### src/rtl/stp_pkg.sv
`timescale 1ns / 1ps
`default_nettype none

package stp_pkg;

	// Tableau shape. The item fields are two bits of row and three bits of
	// column wide, so the shape is fixed here.
	localparam int ROWS = 4;
	localparam int COLS = 7;

	// Index registers are sized for the largest tableau the block supports.
	typedef logic [3:0] row_idx_t;
	typedef logic [4:0] col_idx_t;

	typedef enum logic [1:0] {
		MODE_WRITE = 2'd0,
		MODE_PIVOT = 2'd1,
		MODE_READ  = 2'd2,
		MODE_NONE  = 2'd3
	} mode_t;

	typedef enum logic [1:0] {
		ST_PIVOTED   = 2'd0,
		ST_OPTIMAL   = 2'd1,
		ST_UNBOUNDED = 2'd2,
		ST_READ      = 2'd3
	} status_t;

	typedef enum logic [4:0] {
		DP_NOP,
		DP_WRITE_IN,
		DP_LATCH_OK,
		DP_CLEAR,
		DP_OBJ_CMP,
		DP_LOAD_A,
		DP_RT_TAKE,
		DP_HOLD_RHS,
		DP_MUL1,
		DP_MUL2,
		DP_RT_CMP,
		DP_DIV_START,
		DP_NM_WRITE,
		DP_LOAD_F,
		DP_LOAD_N,
		DP_EL_MUL,
		DP_EL_WRITE,
		DP_EMIT_READ,
		DP_EMIT_OPT,
		DP_EMIT_UNB,
		DP_EMIT_PIV
	} dp_op_t;

	typedef enum logic [1:0] {
		RS_CNT,
		RS_PR,
		RS_OBJ,
		RS_IN
	} row_sel_t;

	typedef enum logic [1:0] {
		CS_CNT,
		CS_PC,
		CS_RHS,
		CS_IN
	} col_sel_t;

	typedef struct packed {
		dp_op_t   op;
		logic     rd_en;
		row_sel_t row_sel;
		col_sel_t col_sel;
		row_idx_t i;
		col_idx_t j;
	} dp_cmd_t;

	typedef struct packed {
		logic     best_neg;
		logic     a_pos;
		logic     have_pr;
		logic     div_done;
		row_idx_t pr;
	} dp_stat_t;

endpackage

`default_nettype wire

### src/rtl/stp_ctrl.sv
`timescale 1ns / 1ps
`default_nettype none

// Sequencer for load, read and one pivot iteration.
module stp_ctrl (
	input  wire logic              clk,
	input  wire logic              arst_n,
	input  wire logic              start,
	input  wire logic [1:0]        mode,
	input  wire stp_pkg::dp_stat_t st,
	output logic                   busy,
	output stp_pkg::dp_cmd_t       cmd
);

	typedef enum logic [21:0] {
		S_IDLE    = 22'd1 << 0,
		S_RD      = 22'd1 << 1,
		S_OBJ_RD  = 22'd1 << 2,
		S_OBJ_CMP = 22'd1 << 3,
		S_OBJ_END = 22'd1 << 4,
		S_RT_A    = 22'd1 << 5,
		S_RT_AW   = 22'd1 << 6,
		S_RT_R    = 22'd1 << 7,
		S_RT_M1   = 22'd1 << 8,
		S_RT_M2   = 22'd1 << 9,
		S_RT_C    = 22'd1 << 10,
		S_RT_END  = 22'd1 << 11,
		S_NM_RD   = 22'd1 << 12,
		S_NM_DIV  = 22'd1 << 13,
		S_NM_WAIT = 22'd1 << 14,
		S_EL_F    = 22'd1 << 15,
		S_EL_FW   = 22'd1 << 16,
		S_EL_RN   = 22'd1 << 17,
		S_EL_RA   = 22'd1 << 18,
		S_EL_MUL  = 22'd1 << 19,
		S_EL_WR   = 22'd1 << 20,
		S_EMIT    = 22'd1 << 21
	} state_t;

	localparam int ROWS = stp_pkg::ROWS;
	localparam int COLS = stp_pkg::COLS;
	localparam stp_pkg::row_idx_t LAST_CON = stp_pkg::row_idx_t'(ROWS - 2);
	localparam stp_pkg::row_idx_t LAST_ROW = stp_pkg::row_idx_t'(ROWS - 1);
	localparam stp_pkg::col_idx_t LAST_VAR = stp_pkg::col_idx_t'(COLS - 2);
	localparam stp_pkg::col_idx_t LAST_COL = stp_pkg::col_idx_t'(COLS - 1);

	state_t            state_q, state_d;
	stp_pkg::row_idx_t i_q, i_d;
	stp_pkg::col_idx_t j_q, j_d;

	always_comb begin
		state_d     = state_q;
		i_d         = i_q;
		j_d         = j_q;
		cmd.op      = stp_pkg::DP_NOP;
		cmd.rd_en   = 1'b0;
		cmd.row_sel = stp_pkg::RS_CNT;
		cmd.col_sel = stp_pkg::CS_CNT;
		cmd.i       = i_q;
		cmd.j       = j_q;
		case (state_q)
			S_IDLE: begin
				cmd.row_sel = stp_pkg::RS_IN;
				cmd.col_sel = stp_pkg::CS_IN;
				if (start) begin
					case (mode)
						stp_pkg::MODE_WRITE: cmd.op = stp_pkg::DP_WRITE_IN;
						stp_pkg::MODE_READ: begin
							cmd.op    = stp_pkg::DP_LATCH_OK;
							cmd.rd_en = 1'b1;
							state_d   = S_RD;
						end
						stp_pkg::MODE_PIVOT: begin
							cmd.op  = stp_pkg::DP_CLEAR;
							j_d     = '0;
							state_d = S_OBJ_RD;
						end
						default: begin
						end
					endcase
				end
			end
			S_RD: begin
				cmd.op  = stp_pkg::DP_EMIT_READ;
				state_d = S_IDLE;
			end
			S_OBJ_RD: begin
				cmd.rd_en   = 1'b1;
				cmd.row_sel = stp_pkg::RS_OBJ;
				state_d     = S_OBJ_CMP;
			end
			S_OBJ_CMP: begin
				cmd.op = stp_pkg::DP_OBJ_CMP;
				if (j_q == LAST_VAR) begin
					state_d = S_OBJ_END;
				end else begin
					j_d     = j_q + stp_pkg::col_idx_t'(1);
					state_d = S_OBJ_RD;
				end
			end
			S_OBJ_END: begin
				if (!st.best_neg) begin
					cmd.op  = stp_pkg::DP_EMIT_OPT;
					state_d = S_IDLE;
				end else begin
					i_d     = '0;
					state_d = S_RT_A;
				end
			end
			S_RT_A: begin
				cmd.rd_en   = 1'b1;
				cmd.col_sel = stp_pkg::CS_PC;
				state_d     = S_RT_AW;
			end
			S_RT_AW: begin
				cmd.op      = stp_pkg::DP_LOAD_A;
				cmd.rd_en   = 1'b1;
				cmd.col_sel = stp_pkg::CS_RHS;
				state_d     = S_RT_R;
			end
			S_RT_R: begin
				if (st.a_pos && st.have_pr) begin
					cmd.op  = stp_pkg::DP_HOLD_RHS;
					state_d = S_RT_M1;
				end else begin
					if (st.a_pos) begin
						cmd.op = stp_pkg::DP_RT_TAKE;
					end
					if (i_q == LAST_CON) begin
						state_d = S_RT_END;
					end else begin
						i_d     = i_q + stp_pkg::row_idx_t'(1);
						state_d = S_RT_A;
					end
				end
			end
			S_RT_M1: begin
				cmd.op  = stp_pkg::DP_MUL1;
				state_d = S_RT_M2;
			end
			S_RT_M2: begin
				cmd.op  = stp_pkg::DP_MUL2;
				state_d = S_RT_C;
			end
			S_RT_C: begin
				cmd.op = stp_pkg::DP_RT_CMP;
				if (i_q == LAST_CON) begin
					state_d = S_RT_END;
				end else begin
					i_d     = i_q + stp_pkg::row_idx_t'(1);
					state_d = S_RT_A;
				end
			end
			S_RT_END: begin
				if (!st.have_pr) begin
					cmd.op  = stp_pkg::DP_EMIT_UNB;
					state_d = S_IDLE;
				end else begin
					j_d     = '0;
					state_d = S_NM_RD;
				end
			end
			S_NM_RD: begin
				cmd.rd_en   = 1'b1;
				cmd.row_sel = stp_pkg::RS_PR;
				state_d     = S_NM_DIV;
			end
			S_NM_DIV: begin
				cmd.op  = stp_pkg::DP_DIV_START;
				state_d = S_NM_WAIT;
			end
			S_NM_WAIT: begin
				cmd.row_sel = stp_pkg::RS_PR;
				if (st.div_done) begin
					cmd.op = stp_pkg::DP_NM_WRITE;
					if (j_q == LAST_COL) begin
						i_d     = '0;
						state_d = S_EL_F;
					end else begin
						j_d     = j_q + stp_pkg::col_idx_t'(1);
						state_d = S_NM_RD;
					end
				end
			end
			S_EL_F: begin
				if (i_q == st.pr) begin
					if (i_q == LAST_ROW) begin
						state_d = S_EMIT;
					end else begin
						i_d = i_q + stp_pkg::row_idx_t'(1);
					end
				end else begin
					cmd.rd_en   = 1'b1;
					cmd.col_sel = stp_pkg::CS_PC;
					state_d     = S_EL_FW;
				end
			end
			S_EL_FW: begin
				cmd.op  = stp_pkg::DP_LOAD_F;
				j_d     = '0;
				state_d = S_EL_RN;
			end
			S_EL_RN: begin
				cmd.rd_en   = 1'b1;
				cmd.row_sel = stp_pkg::RS_PR;
				state_d     = S_EL_RA;
			end
			S_EL_RA: begin
				cmd.op    = stp_pkg::DP_LOAD_N;
				cmd.rd_en = 1'b1;
				state_d   = S_EL_MUL;
			end
			S_EL_MUL: begin
				cmd.op  = stp_pkg::DP_EL_MUL;
				state_d = S_EL_WR;
			end
			S_EL_WR: begin
				cmd.op = stp_pkg::DP_EL_WRITE;
				if (j_q != LAST_COL) begin
					j_d     = j_q + stp_pkg::col_idx_t'(1);
					state_d = S_EL_RN;
				end else if (i_q == LAST_ROW) begin
					state_d = S_EMIT;
				end else begin
					i_d     = i_q + stp_pkg::row_idx_t'(1);
					state_d = S_EL_F;
				end
			end
			S_EMIT: begin
				cmd.op  = stp_pkg::DP_EMIT_PIV;
				state_d = S_IDLE;
			end
			default: state_d = S_IDLE;
		endcase
	end

	always_ff @(posedge clk or negedge arst_n) begin
		if (!arst_n) begin
			state_q <= S_IDLE;
			i_q     <= '0;
			j_q     <= '0;
		end else begin
			state_q <= state_d;
			i_q     <= i_d;
			j_q     <= j_d;
		end
	end

	assign busy = (state_q != S_IDLE);

	a_pivot_enters: assert property (@(posedge clk) disable iff (!arst_n)
		(state_q == S_IDLE && start && mode == stp_pkg::MODE_PIVOT) |=> (state_q == S_OBJ_RD))
		else $error("pivot item did not start the objective scan");

	a_div_holds: assert property (@(posedge clk) disable iff (!arst_n)
		(state_q == S_NM_WAIT && !st.div_done) |=> (state_q == S_NM_WAIT))
		else $error("normalization left before the divider finished");

	a_skip_pivot_row: assert property (@(posedge clk) disable iff (!arst_n)
		(state_q == S_EL_WR) |-> (i_q != st.pr))
		else $error("elimination wrote into the pivot row");

	a_ratio_rows: assert property (@(posedge clk) disable iff (!arst_n)
		(state_q == S_RT_A) |-> (i_q <= LAST_CON))
		else $error("ratio test reached the objective row");

endmodule

`default_nettype wire

### config.mk
export PLATFORM = sky130hd
export DESIGN_NAME = stp_ctrl
export DESIGN_NICKNAME = d
export VERILOG_FILES = /design/src/rtl/stp_pkg.sv /design/src/rtl/stp_ctrl.sv
export SDC_FILE = /design/constraint.sdc
export NUM_CORES = 1
export LEC_CHECK = 0
export ABC_AREA = 1
export ABC_CLOCK_PERIOD_IN_PS = 2200
export BUFFER_PORTS_ARGS = -buffer_cell sky130_fd_sc_hd__buf_4
export CAP_MARGIN = 40
export CELL_PAD_IN_SITES_DETAIL_PLACEMENT = 1
export CELL_PAD_IN_SITES_GLOBAL_PLACEMENT = 1
export CORE_AREA = 2 2 101 74
export CTS_CLUSTER_SIZE = 16
export DETAILED_ROUTE_END_ITERATION = 8
export DIE_AREA = 0 0 103 76
export GPL_TIMING_DRIVEN = 0
export PLACE_DENSITY_LB_ADDON = 0.12
export RECOVER_POWER = 100
export SLEW_MARGIN = 5
export SYNTH_ARGS = -nofsm -noshare
export SYNTH_HDL_FRONTEND = slang
export SYNTH_SLANG_ARGS = --single-unit
### constraint.sdc
create_clock -name clk -period 2.2 [get_ports clk]
set_input_delay 0.22 -clock clk [delete_from_list [all_inputs] [get_ports clk]]
set_output_delay 0.22 -clock clk [all_outputs]
set_load 0.05 [all_outputs]
### Word-level counts from Yosys, hierarchy flattened

Cells that the tools add are included.

* flip-flop bits (word level): 31
* bits in latches: 0
* bits in writable memories: 0
* bits in read-only memories: 0
* input bits: 13
* word-level logic and storage cells: 104
* memories kept: 0

* add/sub/neg operators: 2
* multipliers: 0
* divide/modulo/power cells: 0
* magnitude comparators: 0
* equal/unequal tests: 45
* shift-type cells: 0
* muxes and demuxes: 45
* bitwise operators: 0
* reduce and logical (&&, ||, !) cells: 9

Operator list (count)
* one-hot mux 22 bit (20 select lines): 1
* 2-to-1 mux 22 bit: 6
* one-hot mux 5 bit (17 select lines): 1
* 2-to-1 mux 5 bit: 10
* one-hot mux 22 bit (2 select lines): 1
* 2-to-1 mux 4 bit: 9
* one-hot mux 5 bit (6 select lines): 1
* 2-to-1 mux 12 bit: 2
* one-hot mux 4 bit (6 select lines): 1
* equality test 22 x 1 -> 1 bit, second input constant: 1
* equality test 22 x 10 -> 1 bit, second input constant: 1
* equality test 22 x 11 -> 1 bit, second input constant: 1
* equality test 22 x 12 -> 1 bit, second input constant: 1
* equality test 22 x 13 -> 1 bit, second input constant: 1
* equality test 22 x 14 -> 1 bit, second input constant: 1
* equality test 22 x 15 -> 1 bit, second input constant: 1
* equality test 22 x 16 -> 1 bit, second input constant: 1
* equality test 22 x 17 -> 1 bit, second input constant: 1
* equality test 22 x 18 -> 1 bit, second input constant: 1
* equality test 22 x 19 -> 1 bit, second input constant: 1
* equality test 22 x 2 -> 1 bit, second input constant: 1
* equality test 22 x 20 -> 1 bit, second input constant: 1
* equality test 22 x 21 -> 1 bit, second input constant: 1
* equality test 22 bit, second input constant: 1
* other kinds (36): 54

### Logic depth before layout (Yosys ltp)

* word-level depth: 4
* mapped depth: 13
* depth with buffers taken out: 13

### Least setup slack after synthesis

OpenSTA, ideal clock, no wires.

* kind: reg2out
* from: register state_q[13]
* to: output cmd[13] in the netlist's numbering
* arrival time: 1.917 ns
* required time: 1.980 ns
* slack: 0.063 ns
* stages on the path, launching flop included: 8
* path buffers: 0
* cell sequence: dfrtp_1 nor2_4 nand2_2 nor2_8 nand2_4 nor2_8 nand2_1 o211ai_1

RTL lines
* start, declared: line stp_ctrl.sv:47 `state_t state_q, state_d;`
* start signal, assigned: line stp_ctrl.sv:243 `state_q <= state_d;`
* end, declared: line stp_ctrl.sv:12 `output stp_pkg::dp_cmd_t cmd`

==> metrics <==
CP cell instances=nor2_2 > nand2_4 > nor2_4 > buf_12 > nand3_4 > a21boi_4 > nand4_1 > or2_4 > buf_8; slowest stage delay, CP=0.55 ns; Critical Path Start=state_q[0]; Tightest Pin Transition=0.875 ns; Final period util=101%; global route overflow=0; average size of a mapped cell=6.90 um2; Synth area leaders=dfrtp_1 (28%), nand2_1 (11%), nand3_1 (9.0%); clk_lat worst skew=0.29 ns; Power Dens Cells=747 mW/mm2; Post-Syn Instances=387; Placed Cells=517; worst setup path class=reg2out; vias post-DR=2875; antenna viol nets, final=0; post-DP HPWL=6.81 mm; Critical Path Start Type=flop; CTS tree=done; final hold vios=0; reg2reg start=state_q[15]; Clock Pin Slew Worst Setup and Hold Paths=0.07 ns; Antenna diodes=0; Starting Density=38.4%; VDD IR max=0.439 mV; YS warnings=0; largest net degree at the start of global routing=32; fin nets=491; Post-synth top flop=dfrtp_1; die area=0.00783 mm2; sequential area share after synthesis=29.1%; CTS H-tree lvls=2; Worst Path Max Fanout=8; P_leak=0.00201 uW; CP endpoint kind=primary output; Root Buffer=clkbuf_8; worst hold stages=2; first-pass GRT wire length=15.3 mm; P&R area growth vs syn=38.4%; crit-path leading delay family=simple AND/OR/NAND/NOR gates; TritonCTS buffer count=5; Syn Nets=409; unrepaired setup endpoints after global routing=yes; core area=0.00696 mm2; WHS Endpoint=state_q[11]; setup ws final=-0.0208 ns; GPL Wtd Cong=0.887; CP max-delay cell=dfstp_2; Worst Reg-to-Reg Cells=13; Total GRT Usage=25.6%; failing checks=setup timing; Hold Slack=0.157 ns; Clock Sinks=31; post-layout min period=2.22 ns; initial DRC count=138; outcome=finished with violations; Hold Path Origin=st[5]; vias in the first global route=2949; # IOs=33; WL final=9.45 mm; initial antenna violation count=0; Worst Path Buf+Inv=2; area leader, netlist=dfrtp_1; Worst R2R End=i_q[1]; Slew HR=41.7%; post-synth top area share=28.1%; DR pass1 iterations=4; CP required=1.98 ns; post-synth cell types=36; Worst Skew=0.00809 ns; Slew Limit Fails=0; Mapped Area=0.00267 mm2; post-synthesis async set-or-reset flop share=100%; number of synthesized register bits=31; row cnt=26; Fmax=450 MHz; IO buf count=32; Fillers=906; Worst Hold Class=in2reg; die extent in y=76 um; Post-Layout Cell Count=568; wire length per cell=16.6 um; count of final setup violators=5; MaxCap Viol Count=0; reg2reg setup slack=0.12 ns; crit path DAT=2.00 ns; number of synthesized flops with an enable pin=0; DR vias/cell=5.06; clk buf depth=2; layout cells sized above 1=34.3%; die span in x=103 um; post-layout util=53.1%; # DRC=0
power by group:
part	internal, uW	switching, uW	leakage [uW]	total, uW
clock network	286	231	0.0000515	516
logic	573	1040	0.00153	1620
registers	602	24.0	0.000427	625
layout make-up:
type,instances,area [um2],area share [%]
Timing Repair Buffer,75,571,15.4
Buffer,1,20.0,0.542
Multi-Input combinational cell,291,1850,50.1
Tap cell,98,123,3.32
Inverter,64,253,6.84
Sequential cell,31,778,21.1
Clock buffer,8,100,2.71
worst max path at each step:
stage                     endpoint  cells after the start
final                      cmd[16]                      9
after CTS                  cmd[18]                     10
after global placement     cmd[13]                      9
after detailed placement   cmd[13]                      9
after global routing       cmd[15]                     11
after floorplan            cmd[13]                      7
logic make-up after synthesis:
logic type                 count (synthesis)  synth area share (%)
adders and majority gates                  9                  4.22
xor gates and xnor gates                   9                  2.95
and+or+nand+nor                          256                  49.8
buffers and inverters                     65                  9.61
AOI/OAI and AO/OA                         17                  4.36
DFF                                       31                  29.1
state kept, by name, summed over array words and instances, names as in the netlist:
name and flops:
i_q 4, j_q 5, state_q 22
worst register-to-register path, stage by stage, from the launching register on:
cell	delay, ns
dfrtp_1	0.43
nor2_2	0.17
nand2_4	0.11
nor2_8	0.19
buf_4	0.15
buf_4	0.11
nand3_4	0.06
buf_4	0.18
nand2_2	0.12
nor2_2	0.09
a21oi_4	0.18
nand2_2	0.09
nand2_1	0.06
nand2_1	0.05
metrics by stage:
step | setup WS (ns) | setup TNS [ns] | cell area, um2 | power [uW]
2_1_floorplan | 0.0632 | 0 | 2670 | 1550
3_3_place_gp | -0.0380 | -0.0380 | 3030 | 1870
3_5_place_dp | -0.0439 | -0.0439 | 3030 | 1890
4_1_cts | -0.0203 | -0.0278 | 3610 | 2620
5_1_grt | -0.109 | -0.616 | 3700 | 2900
6_report | -0.0208 | -0.0870 | 3700 | 2760
timing repair:
item / 4_1_cts / 5_1_grt
gates resized for setup: 55 / 17
setup buffers: 33 / 9
endpoints found under the setup margin: 8 / 9
cloned: 0 / 0
pin swaps: 17 / 16
endpoints found under the hold margin: 30 / 0
hold buffers: 1 / 0
placed cells by master, fill, tap and decap left out, types with 2 or more instances in the layout:
master / count
nand2_1: 72
buf_4: 55
inv_1: 53
nor2_1: 48
nand3_1: 42
dfrtp_1: 29
nor2_4: 15
nand2_4: 12
nand4_1: 12
nor2_2: 11
nand2_2: 11
clkbuf_1: 10
inv_2: 9
ha_1: 9
nand3_2: 7
nor3_1: 7
clkbuf_8: 7
buf_6: 7
nand3_4: 5
xnor2_1: 5
nor3_2: 4
o21ai_1: 4
xor2_1: 4
nor2_8: 3
a21oi_1: 3
nor4_1: 2
a21oi_2: 2
o21ai_0: 2
buf_8: 2
layer usage:
layer  part of all wire, %  up-vias  track usage, %
met3                   5.7       15            5.14
met1                    45     1392            34.8
met4                   1.5        0            5.79
met5                     0        -               0
li1                      -     1394               -
met2                    48       74            41.8
Yosys cell counts, drive strengths merged, types with 2 or more instances:
master / count
inv: 63
nor3: 12
xnor2: 5
nor4: 2
o21ai: 6
dfrtp: 30
nand2: 95
ha: 9
nor2: 77
xor2: 4
a21oi: 6
nand4: 12
nand3: 54
No activity file was read; power rests on OpenSTA's default activity.
