[src/rtl/stp_pkg.sv]
`timescale 1ns / 1ps
`default_nettype none

package stp_pkg;

	// Tableau shape. The item fields are two bits of row and three bits of
	// column wide, so the shape is fixed here.
	localparam int ROWS = 4;
	localparam int COLS = 7;

	// Index registers are sized for the largest tableau the block supports.
	typedef logic [3:0] row_idx_t;
	typedef logic [4:0] col_idx_t;

	typedef enum logic [1:0] {
		MODE_WRITE = 2'd0,
		MODE_PIVOT = 2'd1,
		MODE_READ  = 2'd2,
		MODE_NONE  = 2'd3
	} mode_t;

	typedef enum logic [1:0] {
		ST_PIVOTED   = 2'd0,
		ST_OPTIMAL   = 2'd1,
		ST_UNBOUNDED = 2'd2,
		ST_READ      = 2'd3
	} status_t;

	typedef enum logic [4:0] {
		DP_NOP,
		DP_WRITE_IN,
		DP_LATCH_OK,
		DP_CLEAR,
		DP_OBJ_CMP,
		DP_LOAD_A,
		DP_RT_TAKE,
		DP_HOLD_RHS,
		DP_MUL1,
		DP_MUL2,
		DP_RT_CMP,
		DP_DIV_START,
		DP_NM_WRITE,
		DP_LOAD_F,
		DP_LOAD_N,
		DP_EL_MUL,
		DP_EL_WRITE,
		DP_EMIT_READ,
		DP_EMIT_OPT,
		DP_EMIT_UNB,
		DP_EMIT_PIV
	} dp_op_t;

	typedef enum logic [1:0] {
		RS_CNT,
		RS_PR,
		RS_OBJ,
		RS_IN
	} row_sel_t;

	typedef enum logic [1:0] {
		CS_CNT,
		CS_PC,
		CS_RHS,
		CS_IN
	} col_sel_t;

	typedef struct packed {
		dp_op_t   op;
		logic     rd_en;
		row_sel_t row_sel;
		col_sel_t col_sel;
		row_idx_t i;
		col_idx_t j;
	} dp_cmd_t;

	typedef struct packed {
		logic     best_neg;
		logic     a_pos;
		logic     have_pr;
		logic     div_done;
		row_idx_t pr;
	} dp_stat_t;

endpackage

`default_nettype wire

[src/rtl/stp_div.sv]
`timescale 1ns / 1ps
`default_nettype none

// Restoring divider, one quotient bit per cycle: (x * 2^FRAC_BITS) / d for a
// positive divisor, truncated toward zero and saturated to 32 bits signed.
module stp_div #(
	parameter int FRAC_BITS = 16
) (
	input  wire logic               clk,
	input  wire logic               arst_n,
	input  wire logic               start,
	input  wire logic signed [31:0] dividend,
	input  wire logic signed [31:0] divisor,
	output logic                    busy,
	output logic signed [31:0]      quotient
);

	localparam int QW   = 32 + FRAC_BITS;
	localparam int CNTW = $clog2(QW + 1);

	logic [31:0]     rem_q;
	logic [QW-1:0]   quo_q;
	logic [CNTW-1:0] cnt_q;
	logic            busy_q;
	logic            neg_q;

	logic [31:0] mag;
	logic [32:0] sh;
	logic [32:0] dv;
	logic        ge;
	logic        over_pos;
	logic        over_neg;

	always_comb begin
		mag      = dividend[31] ? 32'(-dividend) : 32'(dividend);
		sh       = {rem_q, quo_q[QW-1]};
		dv       = {1'b0, divisor};
		ge       = (sh >= dv);
		over_pos = (|quo_q[QW-1:31]);
		over_neg = (|quo_q[QW-1:32]) || (quo_q[31] && (|quo_q[30:0]));
	end

	always_ff @(posedge clk or negedge arst_n) begin
		if (!arst_n) begin
			busy_q <= 1'b0;
			cnt_q  <= '0;
		end else if (start) begin
			busy_q <= 1'b1;
			cnt_q  <= CNTW'(QW);
		end else if (busy_q) begin
			cnt_q <= cnt_q - CNTW'(1);
			if (cnt_q == CNTW'(1)) begin
				busy_q <= 1'b0;
			end
		end
	end

	always_ff @(posedge clk) begin
		if (start) begin
			rem_q <= '0;
			quo_q <= {mag, {FRAC_BITS{1'b0}}};
			neg_q <= dividend[31];
		end else if (busy_q) begin
			rem_q <= ge ? 32'(sh - dv) : sh[31:0];
			quo_q <= {quo_q[QW-2:0], ge};
		end
	end

	always_comb begin
		if (neg_q) begin
			quotient = over_neg ? 32'sh8000_0000 : 32'(-quo_q[31:0]);
		end else begin
			quotient = over_pos ? 32'sh7FFF_FFFF : 32'(quo_q[31:0]);
		end
	end

	assign busy = busy_q;

endmodule

`default_nettype wire

[src/rtl/stp_dp.sv]
`timescale 1ns / 1ps
`default_nettype none

// Tableau memory, selection registers, shared multiplier and divider.
module stp_dp #(
	parameter int FRAC_BITS = 16
) (
	input  wire logic               clk,
	input  wire logic               arst_n,
	input  wire stp_pkg::dp_cmd_t   cmd,
	input  wire logic [1:0]         in_row,
	input  wire logic [2:0]         in_col,
	input  wire logic signed [31:0] in_value,
	output stp_pkg::dp_stat_t       st,
	output logic                    strobe,
	output logic signed [31:0]      data_out,
	output logic [1:0]              pivot_row,
	output logic [2:0]              pivot_col,
	output logic [1:0]              status
);

	localparam int ROWS  = stp_pkg::ROWS;
	localparam int COLS  = stp_pkg::COLS;
	localparam int DEPTH = ROWS * COLS;
	localparam int AW    = $clog2(DEPTH);
	localparam logic signed [63:0] BIAS = 64'((64'd1 << FRAC_BITS) - 64'd1);

	function automatic logic signed [31:0] sat32(input logic signed [64:0] v);
		if (v > 65'sd2147483647) begin
			return 32'sh7FFF_FFFF;
		end
		if (v < -65'sd2147483648) begin
			return 32'sh8000_0000;
		end
		return v[31:0];
	endfunction

	logic signed [31:0] mem_q [DEPTH];
	logic signed [31:0] rd_q;
	logic               rd_ok_q;

	logic signed [31:0] best_q, a_q, b_q, rhsi_q, rhspr_q, f_q, n_q;
	logic signed [63:0] prod1_q, prod2_q;
	stp_pkg::col_idx_t  pc_q;
	stp_pkg::row_idx_t  pr_q;
	logic               have_q;

	logic               strobe_q;
	logic signed [31:0] dout_q;
	logic [1:0]         prow_q;
	logic [2:0]         pcol_q;
	logic [1:0]         stat_q;

	stp_pkg::row_idx_t  row_v;
	stp_pkg::col_idx_t  col_v;
	logic [AW-1:0]      addr;
	logic               in_ok;
	logic               addr_ok;
	logic               we;
	logic signed [31:0] wdata;
	logic signed [31:0] mul_a, mul_b;
	logic signed [63:0] mul_res;
	logic signed [63:0] trunc_v;
	logic signed [64:0] diff;
	logic signed [31:0] div_q;
	logic               div_busy;
	logic               emit;

	always_comb begin
		case (cmd.row_sel)
			stp_pkg::RS_CNT: row_v = cmd.i;
			stp_pkg::RS_PR:  row_v = pr_q;
			stp_pkg::RS_OBJ: row_v = stp_pkg::row_idx_t'(ROWS - 1);
			stp_pkg::RS_IN:  row_v = stp_pkg::row_idx_t'(in_row);
			default:         row_v = cmd.i;
		endcase
		case (cmd.col_sel)
			stp_pkg::CS_CNT: col_v = cmd.j;
			stp_pkg::CS_PC:  col_v = pc_q;
			stp_pkg::CS_RHS: col_v = stp_pkg::col_idx_t'(COLS - 1);
			stp_pkg::CS_IN:  col_v = stp_pkg::col_idx_t'(in_col);
			default:         col_v = cmd.j;
		endcase
		in_ok   = (32'(in_row) < ROWS) && (32'(in_col) < COLS);
		addr_ok = (cmd.row_sel != stp_pkg::RS_IN) || in_ok;
		addr    = AW'(32'(row_v) * COLS + 32'(col_v));
	end

	always_comb begin
		case (cmd.op)
			stp_pkg::DP_MUL1: begin
				mul_a = rhsi_q;
				mul_b = b_q;
			end
			stp_pkg::DP_MUL2: begin
				mul_a = rhspr_q;
				mul_b = a_q;
			end
			default: begin
				mul_a = f_q;
				mul_b = n_q;
			end
		endcase
		mul_res = mul_a * mul_b;
	end

	// Product scaled back to Q format with truncation toward zero.
	always_comb begin
		trunc_v = prod1_q[63] ? ((prod1_q + BIAS) >>> FRAC_BITS) : (prod1_q >>> FRAC_BITS);
		diff    = 65'(a_q) - 65'(trunc_v);
	end

	always_comb begin
		case (cmd.op)
			stp_pkg::DP_WRITE_IN: wdata = in_value;
			stp_pkg::DP_NM_WRITE: wdata = div_q;
			default:              wdata = sat32(diff);
		endcase
		we = addr_ok && (cmd.op inside {stp_pkg::DP_WRITE_IN, stp_pkg::DP_NM_WRITE,
			stp_pkg::DP_EL_WRITE});
		emit = cmd.op inside {stp_pkg::DP_EMIT_READ, stp_pkg::DP_EMIT_OPT,
			stp_pkg::DP_EMIT_UNB, stp_pkg::DP_EMIT_PIV};
	end

	always_ff @(posedge clk) begin
		if (we) begin
			mem_q[addr] <= wdata;
		end
		if (cmd.rd_en && addr_ok) begin
			rd_q <= mem_q[addr];
		end
	end

	stp_div #(
		.FRAC_BITS(FRAC_BITS)
	) u_div (
		.clk     (clk),
		.arst_n  (arst_n),
		.start   (cmd.op == stp_pkg::DP_DIV_START),
		.dividend(rd_q),
		.divisor (b_q),
		.busy    (div_busy),
		.quotient(div_q)
	);

	always_ff @(posedge clk or negedge arst_n) begin
		if (!arst_n) begin
			have_q   <= 1'b0;
			strobe_q <= 1'b0;
		end else begin
			strobe_q <= emit;
			if (cmd.op == stp_pkg::DP_CLEAR) begin
				have_q <= 1'b0;
			end else if (cmd.op == stp_pkg::DP_RT_TAKE) begin
				have_q <= 1'b1;
			end
		end
	end

	always_ff @(posedge clk) begin
		case (cmd.op)
			stp_pkg::DP_LATCH_OK: rd_ok_q <= in_ok;
			stp_pkg::DP_OBJ_CMP: begin
				if ((cmd.j == '0) || (rd_q < best_q)) begin
					best_q <= rd_q;
					pc_q   <= cmd.j;
				end
			end
			stp_pkg::DP_LOAD_A: a_q <= rd_q;
			stp_pkg::DP_RT_TAKE: begin
				pr_q    <= cmd.i;
				b_q     <= a_q;
				rhspr_q <= rd_q;
			end
			stp_pkg::DP_HOLD_RHS: rhsi_q <= rd_q;
			stp_pkg::DP_MUL1: prod1_q <= mul_res;
			stp_pkg::DP_MUL2: prod2_q <= mul_res;
			stp_pkg::DP_RT_CMP: begin
				if (prod1_q < prod2_q) begin
					pr_q    <= cmd.i;
					b_q     <= a_q;
					rhspr_q <= rhsi_q;
				end
			end
			stp_pkg::DP_LOAD_F: f_q <= rd_q;
			stp_pkg::DP_LOAD_N: n_q <= rd_q;
			stp_pkg::DP_EL_MUL: begin
				a_q     <= rd_q;
				prod1_q <= mul_res;
			end
			stp_pkg::DP_EMIT_READ: begin
				dout_q <= rd_ok_q ? rd_q : 32'sd0;
				prow_q <= '0;
				pcol_q <= '0;
				stat_q <= stp_pkg::ST_READ;
			end
			stp_pkg::DP_EMIT_OPT: begin
				dout_q <= 32'sd0;
				prow_q <= '0;
				pcol_q <= '0;
				stat_q <= stp_pkg::ST_OPTIMAL;
			end
			stp_pkg::DP_EMIT_UNB: begin
				dout_q <= 32'sd0;
				prow_q <= '0;
				pcol_q <= pc_q[2:0];
				stat_q <= stp_pkg::ST_UNBOUNDED;
			end
			stp_pkg::DP_EMIT_PIV: begin
				dout_q <= b_q;
				prow_q <= pr_q[1:0];
				pcol_q <= pc_q[2:0];
				stat_q <= stp_pkg::ST_PIVOTED;
			end
			default: begin
			end
		endcase
	end

	always_comb begin
		st.best_neg = best_q[31];
		st.a_pos    = !a_q[31] && (|a_q);
		st.have_pr  = have_q;
		st.div_done = !div_busy;
		st.pr       = pr_q;
	end

	assign strobe    = strobe_q;
	assign data_out  = dout_q;
	assign pivot_row = prow_q;
	assign pivot_col = pcol_q;
	assign status    = stat_q;

endmodule

`default_nettype wire

[config.mk]
export PLATFORM = sky130hd
export DESIGN_NAME = stp_dp
export DESIGN_NICKNAME = d
export VERILOG_FILES = /design/src/rtl/stp_pkg.sv /design/src/rtl/stp_div.sv /design/src/rtl/stp_dp.sv
export SDC_FILE = /design/constraint.sdc
export NUM_CORES = 2
export LEC_CHECK = 0
export ABC_AREA = 1
export BUFFER_PORTS_ARGS = -buffer_cell sky130_fd_sc_hd__buf_2
export CELL_PAD_IN_SITES_DETAIL_PLACEMENT = 1
export CELL_PAD_IN_SITES_GLOBAL_PLACEMENT = 1
export CORE_ASPECT_RATIO = 0.5
export CORE_MARGIN = 3
export CORE_UTILIZATION = 40
export CTS_CLUSTER_DIAMETER = 80
export DETAILED_ROUTE_END_ITERATION = 8
export PLACE_DENSITY_LB_ADDON = 0.1
export SYNTH_ARGS = -nofsm -noshare
export SYNTH_HDL_FRONTEND = slang
export SYNTH_SLANG_ARGS = --single-unit
[constraint.sdc]
create_clock -name clk -period 9.9 [get_ports clk]
set_clock_uncertainty 0.15 [all_clocks]
set_input_delay 1.98 -clock clk [delete_from_list [all_inputs] [get_ports clk]]
set_output_delay 1.98 -clock clk [all_outputs]
set_load 0.01 [all_outputs]
# ---- Word level (Yosys, flattened, before mapping)
# Memory sizes are Yosys's and may differ from the RTL's. A register that Yosys moved wholly into a read port is not among the register bits.
# Cells that the tools add are included.
dict set report op_classes {
  add_sub_neg 7
  multipliers 2
  n_lt_le_gt_ge 6
  eq_ne 29
  muxes 42
  n_reduce_logical 33
}
# operator n
set ops {}
lappend ops {{$mux W32} 12}
lappend ops {{$pmux W32 S2} 5}
lappend ops {{$mux W48} 2}
lappend ops {{$pmux W32 S3} 1}
lappend ops {{$gt A65 B32 Y1 const B} 1}
lappend ops {{$lt A65 B32 Y1 const B} 1}
lappend ops {{$sub A32 B64 Y65} 1}
lappend ops {{$add A64 B17 Y64 const B} 1}
lappend ops {{$lt A64 B64 Y1} 1}
lappend ops {{$mul A32 B32 Y64} 1}
lappend ops {{$mux W64} 1}
lappend ops {{$neg A32 Y32} 2}
lappend ops {{$eq A5 B4 Y1 const B} 8}
lappend ops {{$ge A33 B32 Y1} 1}
lappend ops {{$lt A32 B32 Y1} 1}
lappend ops {{$reduce_or A32 Y1} 1}
lappend ops {{$sub A32 B32 Y32} 1}
lappend ops {{$reduce_or A31 Y1} 1}
lappend ops {{$eq A5 B5 Y1 const B} 5}
lappend ops {{$eq A5 B3 Y1 const B} 4}
lappend ops {{$pmux W5 S4} 1}
lappend ops {{$reduce_or A17 Y1} 1}
lappend ops {{$pmux W4 S4} 1}
lappend ops {{$reduce_or A16 Y1} 1}
lappend ops {{other kinds (28)} 64}
dict set report word_totals {
  reg_bits 491
  ramBits 896
  in_bits 58
  elab_cells 144
  memories 1
}
# name words word_bits read_ports rd_ports_with_merged_regs write_ports line_no
set memory_table {}
lappend memory_table {mem_q 28 32 1 1 1 stp_dp.sv:38} ;# logic signed [31:0] mem_q [DEPTH];

# ---- Longest topological paths before layout
dict set report logic_depth {
  word_depth 11
  ltp_mapped 39
}

# ---- Modules after synthesis
# From an unflattened synthesis, not the netlist that was laid out.
dict set report hier_totals {
  hier_cells 10522
  area_unflattened_um2 102409.5
}
# mod instances cells_each area_each_um2 seq_area_each_um2
set by_module_without_submodules {}
lappend by_module_without_submodules {stp_dp 1 9145 94067.7 39958.3}
lappend by_module_without_submodules {stp_div 1 1377 8341.8 2127.0}

# ---- Least setup slack after synthesis
# No wires, ideal clock.
dict set report synth_path {
  kind {input to register}
  start {input cmd[15] (netlist name)}
  end {register prod1_q[63], data pin}
  setup_time_ps 269
  t_arrival_ps 10225
  path_slack_ps -744
  cell_stages 33
  n_path_buf 3
  cell_sequence {buf_2 -> nor2_1 -> inv_1 -> nor2_1 -> buf_4 -> buf_4 -> a221oi_1 -> inv_1 -> nor2_1 -> fa_1 -> inv_1 -> fa_1 -> inv_1 -> fa_1 -> fa_1 -> inv_1 -> fa_1 -> inv_1 -> fa_1 -> inv_1 -> fa_1 -> inv_1 -> fa_1 -> ha_1 -> a21oi_1 -> inv_1 -> a31oi_1 -> o21ai_0 -> a21oi_1 -> o21ai_0 -> a31oi_1 -> o21ai_0 -> xor2_1}
}
dict set report synth_between {
  elab_chain_len 3
  word_cells_on_any_way 5
  classes_between {1 x mul; 2 x eq/ne; 2 x mux}
}
# element line_no
set synth_rtl {}
lappend synth_rtl {{start: declaration} stp_dp.sv:10} ;# input wire stp_pkg::dp_cmd_t cmd,
lappend synth_rtl {{$eq A5 B4 Y1} stp_dp.sv:90} ;# case (cmd.op)
lappend synth_rtl {{$pmux W32 S2} stp_dp.sv:90}
lappend synth_rtl {{$mul A32 B32 Y64 (*)} stp_dp.sv:104} ;# mul_res = mul_a * mul_b;
lappend synth_rtl {{via mul_res[63]} stp_dp.sv:62} ;# logic signed [63:0] mul_res;
lappend synth_rtl {{end signal: assignment} stp_dp.sv:176} ;# stp_pkg::DP_MUL1: prod1_q <= mul_res;
lappend synth_rtl {{end signal: assignment} stp_dp.sv:189} ;# prod1_q <= mul_res;
lappend synth_rtl {{end: declaration} stp_dp.sv:43} ;# logic signed [63:0] prod1_q, prod2_q;
# The timed path passes the listed nets; every way through them passes the cells marked *.
# A chain may end at the register's enable or synchronous reset.

# ---- Worst setup path in the final report
dict set report layout_path {
  start {input cmd[16] (netlist name)}
  end {register prod1_q[49], data pin}
}
# Same word-level chain as after synthesis.

==> impl_metrics.csv <==
group,metric,value,unit
sta,rsz0062_at_grt,"true",
grt,antenna_found_initial,16,
synth,synth-main-ff-cell,"edfxtp_1",
sta,finalCritPeriodShare,0.986,
synth,synth_enable_flop_cells,1362,
min_path,whs_endpoint,"b_q[0]$_DFFE_PP_",
worst_setup_path,cp_common_cell,"fa_1",
final_layout,drive_gt1_frac,0.160,
synth,synth.avg_cell_area,10.3,um2
die,pin_count,106,
die,die_height,360,um
grt,globalRouteTotalUtil,0.293,
sta,drv_slew,0,
final_layout,design_area,119000,um2
cts,numCtsBuffers,141,
sta,finalHoldViolCount,0,
worst_setup_path,worst_path_max_delay_cell,"fa_1",
die,initial_utilization,0.404,
worst_setup_path,r2r_slack,1480,ps
synth,yosysWarnings,0,
sta,fmax,0.102,GHz
sta,setup_viol,0,
synth,ys_types,71,
run,maxCapViolCount,0,
placement,gp_congestion,0.951,
synth,syn_area,101000,um2
grt,grt_max_degree,130,
synth,async_flop_share,0.00634,
detailed_routing,drt-initial-drc-count,6070,
final_layout,nFillCells,27200,
placement,dp_hpwl,295,mm
worst_setup_path,critPathKind,"input pin to flop",
worst_setup_path,r2r-end,"prod2_q[56]$_DFFE_PN_",
detailed_routing,drtPass1Iterations,5,
detailed_routing,routed_via_density,5.39,
detailed_routing,vias,75800,
worst_setup_path,reg2reg_depth,30,
sta,relSlewSlack,0.134,
synth,synth-seq-cells,1419,
detailed_routing,wl,382,mm
synth,yosys.area.top_type,"edfxtp_1",
final_layout,nets,12200,
die,core_area,249000,um2
sta,tns,0,ps
cts,cts_buffer_depth,4,
grt,grt_pass1_wl,553,mm
worst_setup_path,slowest_delay,630,ps
min_path,min_from,"a_q[0]$_DFFE_PP_",
worst_setup_path,worstPathRequired,10270,ps
worst_setup_path,reg2reg_from,"a_q[1]$_DFFE_PP_",
detailed_routing,post_drt_wl_per_cell,27.1,um
placement,port_buffers,105,
detailed_routing,ant_nets,0,
cts,htree_num_levels,4,
sta,min_period,9760,ps
worst_setup_path,crit_fanout,8,
worst_setup_path,cp-start-kind,"input pin",
final_layout,layout_common_cells,"nand2_1, inv_1, edfxtp_1",
worst_setup_path,worstPathArrival,10130,ps
synth,syn_nets,11300,
synth,seq_area_frac_synth,0.419,
synth,netlist.area_leader.share,0.407,
cts,clk_latency,810,ps
synth,syn_inst,9756,
final_layout,area_growth,18.4,%
die,dieWidth,715,um
status,status,"finished clean",
die,design.die.area,258000,um2
min_path,whs_path_depth,0,
cts,cts.sinks,1419,
worst_setup_path,critPathLaunch,"cmd[16]",
final_layout,layout_commonest_cell,"nand2_1",
cts,cts.reportedPaths.clkPinSlew,70,ps
placement,place_area,113000,um2
min_path,hold_path_class,"flop to flop",
synth,synth_area_leaders,"edfxtp_1, fa_1, nand2_1",
cts,root_buffer,"clkbuf_16",
grt,gr-total-overflow,0,
cts,cts_tree,"done",
sta,tightest_slew,1300,ps
detailed_routing,route.detailed.drc,0,
worst_setup_path,worstSetupEndpointType,"flop",
die,placementRows,129,
grt,grt_pass1_vias,80100,
[synthesized netlist by cell type (all sizes together), types with 16 or more instances]
master / instances
a211oi: 16
a21oi: 314
a221oi: 140
a22o: 65
a22oi: 219
a31oi: 40
buf: 157
clkbuf: 191
dfxtp: 48
edfxtp: 1362
fa: 1089
ha: 368
inv: 1833
nand2: 1878
nand3: 125
nand4: 153
nor2: 994
nor3: 72
nor4: 35
o211ai: 25
o21ai: 211
o22ai: 60
o32ai: 35
xnor2: 76
xor2: 121
[sequential cells by signal, summed over array words and instances (netlist names), 6 cells and up]
signal,cells
u_div.rem_q,32
prod2_q,64
rhsi_q,32
b_q,32
rd_q,32
f_q,32
rhspr_q,32
n_q,32
mem_q,896
data_out,32
best_q,32
a_q,32
u_div.cnt_q,6
prod1_q,64
u_div.quo_q,48
[worst max-delay path by stage]
stage	slack, ps	to
2_1_floorplan	3	prod1_q[63]$_DFFE_PP_
3_3_place_gp	-1430	prod1_q[56]$_DFFE_PP_
3_5_place_dp	-1570	prod2_q[56]$_DFFE_PN_
4_1_cts	0.02	prod2_q[59]$_DFFE_PN_
5_1_grt	-110	prod1_q[49]$_DFFE_PP_
6_report	140	prod1_q[49]$_DFFE_PP_
[routing by layer]
metal  track usage  up-vias  part of all wire
met2         0.489     2143              0.48
met1         0.407    39700              0.43
met3        0.0364      496             0.057
met4        0.0785        4             0.031
li1              -    33500                 -
met5             0        -          0.000071
[cells by family (layout without fill, tap and decap cells)]
| group | Yosys count | in the layout | share of synthesized area |
|---|---|---|---|
| other cells | 0 | 4 | 0 |
| simple gates | 3287 | 3287 | 0.133 |
| xor+xnor | 197 | 197 | 0.0172 |
| compound gates | 1206 | 1206 | 0.0836 |
| fa+ha+maj | 1457 | 1457 | 0.263 |
| flops | 1419 | 1419 | 0.419 |
| buf+inv | 2190 | 3163 | 0.0844 |
[stage by stage]
step | hold WS [ps] | cells | utilization | setup WS (ps)
after global placement | 279 | 13800 | 0.454 | -1430
after detailed placement | 287 | 13800 | 0.454 | -1570
final | 318 | 14100 | 0.479 | 142
after floorplan | 276 | 9756 | - | 2.71
after CTS | 312 | 14000 | 0.472 | 0.0151
after global routing | 322 | 14100 | 0.479 | -115
[worst max-delay path: cells and delay by family]
kind                     cells  cell delay [ps]
AND/OR/NAND/NOR              9             1320
AO/OA/AOI/OAI                2              310
adder cells (fa/ha/maj)      9             4510
XOR/XNOR                     1              180
buffers and inverters       15             1800
[timing repair]
action | 4_1_cts | 5_1_grt
hold buffers | 0 | 0
setup buffers | 14 | 41
pin swaps | 4 | 64
endpoints found under the setup margin | 55 | 76
gates resized for setup | 33 | 271
cloned | 0 | 2
[layout make-up]
| type | instances | area (um2) | share of cell area |
|---|---|---|---|
| multi-input cells | 6147 | 51800 | 0.436 |
| flip-flops and latches | 1419 | 42100 | 0.354 |
| clock inverters | 56 | 632 | 0.00531 |
| well taps | 3340 | 4180 | 0.0351 |
| repair buffers | 1084 | 9540 | 0.0802 |
| clock buffers | 181 | 3730 | 0.0314 |
| inverters | 1842 | 6960 | 0.0585 |
| diodes | 4 | 10.0 | 0.0000841 |
Power is not shown: default switching activity piles up to over one toggle a cycle in this logic, so the estimate is an artifact.
